===== config.mk =====
export PLATFORM = sky130hd
export DESIGN_NAME = phft_mul
export DESIGN_NICKNAME = d
export VERILOG_FILES = /design/src/rtl/peak_hold_fall_tracker_assert.svh /design/src/rtl/phft_pkg.sv /design/src/rtl/phft_mul.sv
export SDC_FILE = /design/constraint.sdc
export NUM_CORES = 1
export LEC_CHECK = 0
export BUFFER_PORTS_ARGS = -buffer_cell sky130_fd_sc_hd__buf_2
export CORE_MARGIN = 1
export CORE_UTILIZATION = 30
export DETAILED_ROUTE_END_ITERATION = 10
export GPL_TIMING_DRIVEN = 1
export HOLD_SLACK_MARGIN = 0.12
export PLACE_DENSITY = 0.54
export SLEW_MARGIN = 20
export SYNTH_ARGS = -nofsm -noshare
export SYNTH_HDL_FRONTEND = slang
export SYNTH_SLANG_ARGS = --single-unit

===== constraint.sdc =====
create_clock -name clk -period 7.15 [get_ports clk]
set_input_delay 0.3575 -clock clk [delete_from_list [all_inputs] [get_ports clk]]
set_output_delay 0.3575 -clock clk [all_outputs]
set_load 0.05 [all_outputs]

===== src/rtl/peak_hold_fall_tracker_assert.svh =====
// ----------------------------------------------------------------------------
// Peak hold fall tracker assertion macros
// Concurrent checks, compiled out when ASSERT_OFF is defined.
// ----------------------------------------------------------------------------
`ifndef PEAK_HOLD_FALL_TRACKER_ASSERT_SVH
`define PEAK_HOLD_FALL_TRACKER_ASSERT_SVH
`ifndef ASSERT_OFF
`define PHFT_ASSERT(name, clk, rst, prop) \
  name: assert property (@(posedge clk) disable iff (rst) prop) \
    else $error("property violated");
`define PHFT_NEVER(name, clk, rst, cond) \
  name: assert property (@(posedge clk) disable iff (rst) !(cond)) \
    else $error("forbidden condition seen");
`else
`define PHFT_ASSERT(name, clk, rst, prop)
`define PHFT_NEVER(name, clk, rst, cond)
`endif
`endif


===== src/rtl/phft_pkg.sv =====
// ----------------------------------------------------------------------------
// Peak hold fall tracker package
// Shared widths, band state record, multiplier status and velocity clamp.
// ----------------------------------------------------------------------------
`timescale 1ns / 1ps
package phft_pkg;
  localparam int BANDS  = 64;
  localparam int ADDR_W = $clog2(BANDS);
  localparam int VEL_W  = 24;
  localparam int MA_W   = 34;            // signed multiplicand
  localparam int MB_W   = 25;            // unsigned multiplier, one bit per cycle
  localparam int MP_W   = MA_W + MB_W + 1;
  localparam int MR_W   = MP_W - 16;     // rounded result
  localparam int CNT_W  = $clog2(MB_W + 1);
  localparam int EXT_W  = MR_W + 2;

  localparam logic [15:0] PEAK_DECAY = 16'd655;

  typedef struct packed {
    logic        [15:0] peak;
    logic        [23:0] hold;
    logic signed [23:0] vel;
    logic        [15:0] pos;
  } band_state_t;

  typedef struct packed {
    logic busy;
    logic done;
  } mul_status_t;

  function automatic logic signed [VEL_W-1:0] sat_vel(input logic signed [EXT_W-1:0] x);
    logic signed [EXT_W-1:0] hi;
    logic signed [EXT_W-1:0] lo;
    hi = EXT_W'(signed'(24'sh7FFFFF));
    lo = EXT_W'(signed'(24'sh800000));
    if (x > hi) return 24'sh7FFFFF;
    else if (x < lo) return 24'sh800000;
    else return x[VEL_W-1:0];
  endfunction
endpackage


===== src/rtl/phft_mul.sv =====
// ----------------------------------------------------------------------------
// Bit-serial multiplier
// Signed by unsigned shift-add, one multiplier bit per cycle, then a rounding
// step that drops 16 fraction bits, ties toward plus infinity.
// ----------------------------------------------------------------------------
`timescale 1ns / 1ps
module phft_mul (
  input  logic                              clk,
  input  logic                              rst,
  input  logic                              start,
  input  logic signed [phft_pkg::MA_W-1:0]  a,
  input  logic        [phft_pkg::MB_W-1:0]  b,
  output phft_pkg::mul_status_t             status,
  output logic signed [phft_pkg::MR_W-1:0]  res
);
  import phft_pkg::*;

  logic                    run;
  logic                    rnd;
  logic                    done;
  logic [CNT_W-1:0]        cnt;
  logic signed [MP_W-1:0]  acc;
  logic signed [MP_W-1:0]  mcand;
  logic [MB_W-1:0]         mplier;
  logic signed [MP_W-1:0]  rounded;

  assign rounded = acc + MP_W'(32768);

  always_ff @(posedge clk) begin
    if (rst) begin
      run  <= 1'b0;
      rnd  <= 1'b0;
      done <= 1'b0;
      cnt  <= '0;
    end else begin
      done <= 1'b0;
      if (start) begin
        run <= 1'b1;
        cnt <= '0;
      end else if (run) begin
        cnt <= cnt + 1'b1;
        if (cnt == CNT_W'(MB_W - 1)) begin
          run <= 1'b0;
          rnd <= 1'b1;
        end
      end else if (rnd) begin
        rnd  <= 1'b0;
        done <= 1'b1;
      end
    end
  end

  // datapath: add the shifted multiplicand when the low multiplier bit is set
  always_ff @(posedge clk) begin
    if (start) begin
      acc    <= '0;
      mcand  <= MP_W'(a);
      mplier <= b;
    end else if (run) begin
      if (mplier[0]) acc <= acc + mcand;
      mcand  <= mcand <<< 1;
      mplier <= mplier >> 1;
    end else if (rnd) begin
      res <= rounded[MP_W-1:16];
    end
  end

  assign status.busy = run | rnd;
  assign status.done = done;
endmodule


# After elaboration in Yosys (flattened, before gate mapping)
# Index checks and enable logic that the tools add are counted.
totals:
  wordCells: 32
  in_bits: 62
  regBits: 197
  out_inout_bits: 46
op_classes:
  addsub: 3
  eq_ne: 2
  n_bitwise: 3
  muxes: 10
  n_reduce_logical: 6
op_table:
  columns: ["cell", "count"]
  rows:
  - ["60-bit 2-to-1 mux", 2]
  - ["60-bit by 17-bit adder with 60-bit output, second input constant", 1]
  - ["60-bit adder", 1]
  - ["25-bit 2-to-1 mux", 2]
  - ["1-bit 2-to-1 mux", 6]
  - ["5-bit by 1-bit adder with 5-bit output, second input constant", 1]
  - ["5-bit == test, second input constant", 1]
  - ["2-bit AND reduction", 2]
  - ["3-bit AND reduction", 1]
  - ["3-bit OR reduction", 1]
  - ["2-bit by 1-bit != test with 1-bit output, second input constant", 1]
  - ["1-bit NOT", 2]
  - ["2-bit nonzero test", 1]
  - ["2-bit OR reduction", 1]
  - ["1-bit OR", 1]

# Logic depth before layout (Yosys ltp)
depth:
  word_depth: 4
  mapped_depth: 11
  ltp_nobuf: 11

# Worst setup path before layout
# Ideal clock, no wire load.
synth_path:
  path_type: "register to register"
  start: "register mcand[0]"
  end: "register acc[50]"
  setup_ns: 0.117
  period_less_slack_ns: 2.797
  path_stages_with_launch: 12
  setup_slack_ns: 4.353
  required_time_ns: 7.033
  n_path_buf: 0
  arrival_time_ns: 2.680
  cell_sequence: "edfxtp_1 -> ha_1 -> fa_1 -> a21o_1 -> a221oi_2 -> o21a_4 -> nor2_4 -> a41oi_4 -> o41ai_4 -> a21oi_1 -> o21ai_0 -> a32o_1"
synth_via:
  elab_chain_cells: 1
synth_rtl:
  columns: ["element", "line_no", "text"]
  rows:
  - ["start, declared", "phft_mul.sv:23", "logic signed [MP_W-1:0] mcand;"]
  - ["start signal, assigned", "phft_mul.sv:57", "mcand <= MP_W'(a);"]
  - ["start signal, assigned", "phft_mul.sv:61", "mcand <= mcand <<< 1;"]
  - ["60-bit adder", "phft_mul.sv:60", "if (mplier[0]) acc <= acc + mcand;"]
  - ["end signal, assigned", "phft_mul.sv:60", null]
  - ["end, declared", "phft_mul.sv:22", "logic signed [MP_W-1:0] acc;"]
# Every way passes these cells.
# A chain may end at the register's enable or synchronous reset.

# Worst setup path in the final report
layout_path:
  start: "register mcand[0]"
  end: "register acc[54]"
# The elaborated chain is that of the path after synthesis.

==> reports/results.env <==
DIE_AREA_UM2=39800
GRT_USE_TOTAL=0.150
SYNTH.NET_COUNT=1341
SYN_INST_COUNT=1216
CRITICAL_PATH.MAX_FANOUT=5
GRT_START_MAX_NET_PINS=86
SLEW_VIOL_FINAL=0
SYNTH_EDF_COUNT=129
PIN_COUNT=108
PLACE_INST=1781
MAX-VDD-IR-DROP_V=0.000156
MAX_USED_LAYER='met4'
SYNTH-ASYNC-RESET-RATIO=0
ANTENNA_FOUND_INITIAL=0
DESIGN.FINAL.NETS=1407
TIMING.HOLD.WORST.CLASS='in -> reg'
YOSYS_REGISTER_BITS=197
DIEHEIGHT_UM=200
POWER.LEAKAGE_nW=5.22
ROUTED-VIA-COUNT=9188
NUMBER_OF_VIAS_PER_CELL=5.07
MET3WIRELENGTH_UM=1160
FINAL_UTIL=0.344
POST_CTS.RESIZED_INSTANCES=0
SYNTH.DISTINCT_CELLS=76
POSTSYNTHAREAPERCELL_UM2=9.63
WORST_HOLD_PATH.ENDPOINT='done$_SDFF_PP0_'
MAPPEDNETLISTAREA_UM2=11700
CTS-HTREE-LEVELS=4
CTSROOTBUFFERMASTER='sky130_fd_sc_hd__clkbuf_16'
DETAIL_ROUTE.WIRELENGTH.MET1_UM=14200
DETAILEDPLACEMENTHPWL_UM=20900
MET2_LENGTH_UM=13500
CRITICAL_PATH_DATA_REQUIRED_TIME_NS=7.53
TIMING_WORST_SETUP_PATH_TYPE='reg -> reg'
YOSYSSEQAREASHARE=0.447
AREA_GROWTH_SYN_TO_LAYOUT_PCT=13.1
POSTSYNTH.TOPFLOPCELL='sky130_fd_sc_hd__edfxtp_1'
SETUP.WORST_PATH.END_CLASS='register'
WHS_PATH_DEPTH=2
WORST_R2R_STARTPOINT='mcand[0]$_SDFFCE_PN0P_'
POST-ROUTE-MIN-PERIOD_NS=3.37
TRITONCTS.NUM_BUFFERS=17
CTS_BUFFER_DEPTH=2
PWR_DENSITY_CELL_nW_PER_UM2=222
DIE_X_UM=200
TIMING.REG2REG.SETUP_SLACK_NS=3.78
ANTENNA_LEFT=0
CORE.ROWCOUNT=72
CLK_TRANSITION_REPORTED_PATHS_NS=0.08
WL_PER_CELL_UM=16.1
FLOORPLAN.INITIALDENSITY=0.304
WORSTPATHARRIVAL_NS=3.75
WORST_R2R_ENDPOINT='acc[54]$_SDFFE_PP0P_'
LAYOUT-DRIVE-GT1-SHARE=0.170
POST-ROUTE-PERIOD-UTIL=0.471
WORST_HOLD_STARTPOINT='rst'
RSZ0062_AT_GRT='false'
TIMING.SLEW.HEADROOM=0.319
DRT_PRE_ANTENNA_ITERS=5
R2R_CELLS=11
LAYOUT_COMMONEST_CELL='sky130_fd_sc_hd__nand2_1'
ANT_DIODES=0
HOLD_VIOLATIONS=0
MAX_FREQ_MHz=297
SETUP.WORST_PATH.START_CLASS='register'
VIA_COUNT_OF_THE_FIRST_GLOBAL_ROUTING_PASS=9008
LAYOUT.CELLS.MOST_COMMON_LIST='162 x sky130_fd_sc_hd__nand2_1, 129 x sky130_fd_sc_hd__edfxtp_1, 115 x sky130_fd_sc_hd__a21oi_1, 106 x sky130_fd_sc_hd__buf_2, 71 x sky130_fd_sc_hd__o21ai_0'
INSTANCES_NO_FILL=1813
CTS_TREE='done'
FIN_SETUP_TNS_NS=0
DRT_ITER0_DRC=516
CTS_NUM_SINKS=197
CORE_AREA_UM2=38600
OUTCOME='finished, final reports clean'
HOLD_BUFFERS=0
GLOBALROUTE.TOTALOVERFLOW=0
P_TOTAL_mW=2.93
GLOBALPLACE.CONGESTION=0.860
WORST_SLEW_PIN_SLEW_NS=1.02
YS_WARN_COUNT=0
FIRST_PASS_GRT_WIRE_LENGTH_UM=46800
NUMPORTBUFFERS=107
DRCVIOLATIONCOUNT=0
FINALWIRELENGTH_UM=29300
SETUP_VIOL=0
DRV_CAP=0
CLOCK_SKEW_NS=0.00989
CLK_LATENCY_NS=0.45
POST-CTS-SETUP-BUFFERS=0
synth_stat cells, types with 4 or more instances:
cell	instances	area, µm²
sky130_fd_sc_hd__edfxtp_1	129	3870
sky130_fd_sc_hd__and4_1	5	43.8
sky130_fd_sc_hd__inv_1	48	180
sky130_fd_sc_hd__nor2_1	60	225
sky130_fd_sc_hd__and3_1	14	87.6
sky130_fd_sc_hd__nor4_1	5	31.3
sky130_fd_sc_hd__a21oi_1	115	576
sky130_fd_sc_hd__and2_1	10	62.6
sky130_fd_sc_hd__nor2b_1	8	50.1
sky130_fd_sc_hd__xnor2_1	54	473
sky130_fd_sc_hd__or2_2	4	25.0
sky130_fd_sc_hd__a211oi_1	6	45.0
sky130_fd_sc_hd__nand4_1	35	219
sky130_fd_sc_hd__xor2_1	38	333
sky130_fd_sc_hd__a31oi_1	10	62.6
sky130_fd_sc_hd__dfxtp_1	68	1360
sky130_fd_sc_hd__o21ai_1	9	45.0
sky130_fd_sc_hd__o21bai_1	13	97.6
sky130_fd_sc_hd__buf_2	6	30.0
sky130_fd_sc_hd__o21a_1	7	52.6
sky130_fd_sc_hd__ha_1	62	776
sky130_fd_sc_hd__buf_1	5	18.8
sky130_fd_sc_hd__o211ai_1	9	67.6
sky130_fd_sc_hd__nor3_1	23	115
sky130_fd_sc_hd__nand3_1	31	155
sky130_fd_sc_hd__or3_1	5	31.3
sky130_fd_sc_hd__buf_4	4	30.0
sky130_fd_sc_hd__o21ai_0	71	355
sky130_fd_sc_hd__nand2_1	163	612
sky130_fd_sc_hd__clkbuf_1	49	184
sky130_fd_sc_hd__a21o_1	26	195
sky130_fd_sc_hd__mux2_2	56	631
sky130_fd_sc_hd__o31ai_1	5	37.5
how the worst max path moves through the flow:
stage | start | to
5_1_grt | acc[15]$_SDFFE_PP0P_ | res[43]$_DFFE_PP_
3_3_place_gp | mcand[0]$_SDFFCE_PN0P_ | acc[52]$_SDFFE_PP0P_
4_1_cts | mcand[0]$_SDFFCE_PN0P_ | acc[54]$_SDFFE_PP0P_
6_report | mcand[0]$_SDFFCE_PN0P_ | acc[54]$_SDFFE_PP0P_
3_5_place_dp | mcand[0]$_SDFFCE_PN0P_ | acc[52]$_SDFFE_PP0P_
2_1_floorplan | mcand[0]$_SDFFCE_PN0P_ | acc[50]$_SDFFE_PP0P_
final cells by class:
type	instances	area, µm²
well taps	518	648
flip-flops and latches	197	5240
inverters	48	181
multi-input cells	906	6040
clock buffers	17	425
repair buffers	112	579
fillers	4047	25300
clock inverters	15	143
worst max-delay path, stage by stage, from the launching register on:
cell and delay, ns:
sky130_fd_sc_hd__edfxtp_1 0.39, sky130_fd_sc_hd__ha_1 0.22, sky130_fd_sc_hd__fa_1 0.41, sky130_fd_sc_hd__a21o_1 0.20, sky130_fd_sc_hd__a221oi_2 0.48, sky130_fd_sc_hd__o21a_4 0.23
sky130_fd_sc_hd__nor2_4 0.05, sky130_fd_sc_hd__a41oi_4 0.37, sky130_fd_sc_hd__o41ai_4 0.14, sky130_fd_sc_hd__a31oi_1 0.45, sky130_fd_sc_hd__nand4_1 0.16, sky130_fd_sc_hd__a31oi_1 0.20
sequential cells by signal, summed over array words and instances, names as in the netlist:
name	flops
done	1
rnd	1
mplier	25
run	1
acc	60
mcand	60
cnt	5
res	44
stage by stage:
step | hold slack [ns] | worst slack, ns | instance area (µm²)
detailed placement | 0.450 | 3.83 | 12700
CTS | 0.151 | 3.79 | 13200
global route | 0.178 | 3.62 | 13200
global placement | 0.444 | 3.86 | 12700
floorplan | 0.436 | 4.35 | 11700
finish | 0.177 | 3.78 | 13200
cells by family (layout without fill, tap and decap cells):
group / after synthesis / count (layout) / share of synthesized area
adders and majority gates: 63 / 63 / 0.0679
DFF: 197 / 197 / 0.447
AOI/OAI and AO/OA: 308 / 308 / 0.165
xor gates and xnor gates: 92 / 92 / 0.0688
and+or+nand+nor: 384 / 384 / 0.157
muxes: 59 / 59 / 0.0564
buffers and inverters: 113 / 192 / 0.0382
per-layer routing:
metal	track usage	up-vias
li1	-	4559
met1	0.203	4423
met2	0.240	179
met3	0.0297	27
met4	0.0461	0
met5	0	-
power breakdown:
| group | total [mW] | internal, mW | switching [mW] |
|---|---|---|---|
| Clock | 0.973 | 0.490 | 0.483 |
| Combinational | 0.588 | 0.235 | 0.354 |
| Sequential | 1.37 | 1.31 | 0.0674 |
| Total | 2.93 | 2.03 | 0.904 |
(Power assumes the default switching activity.)
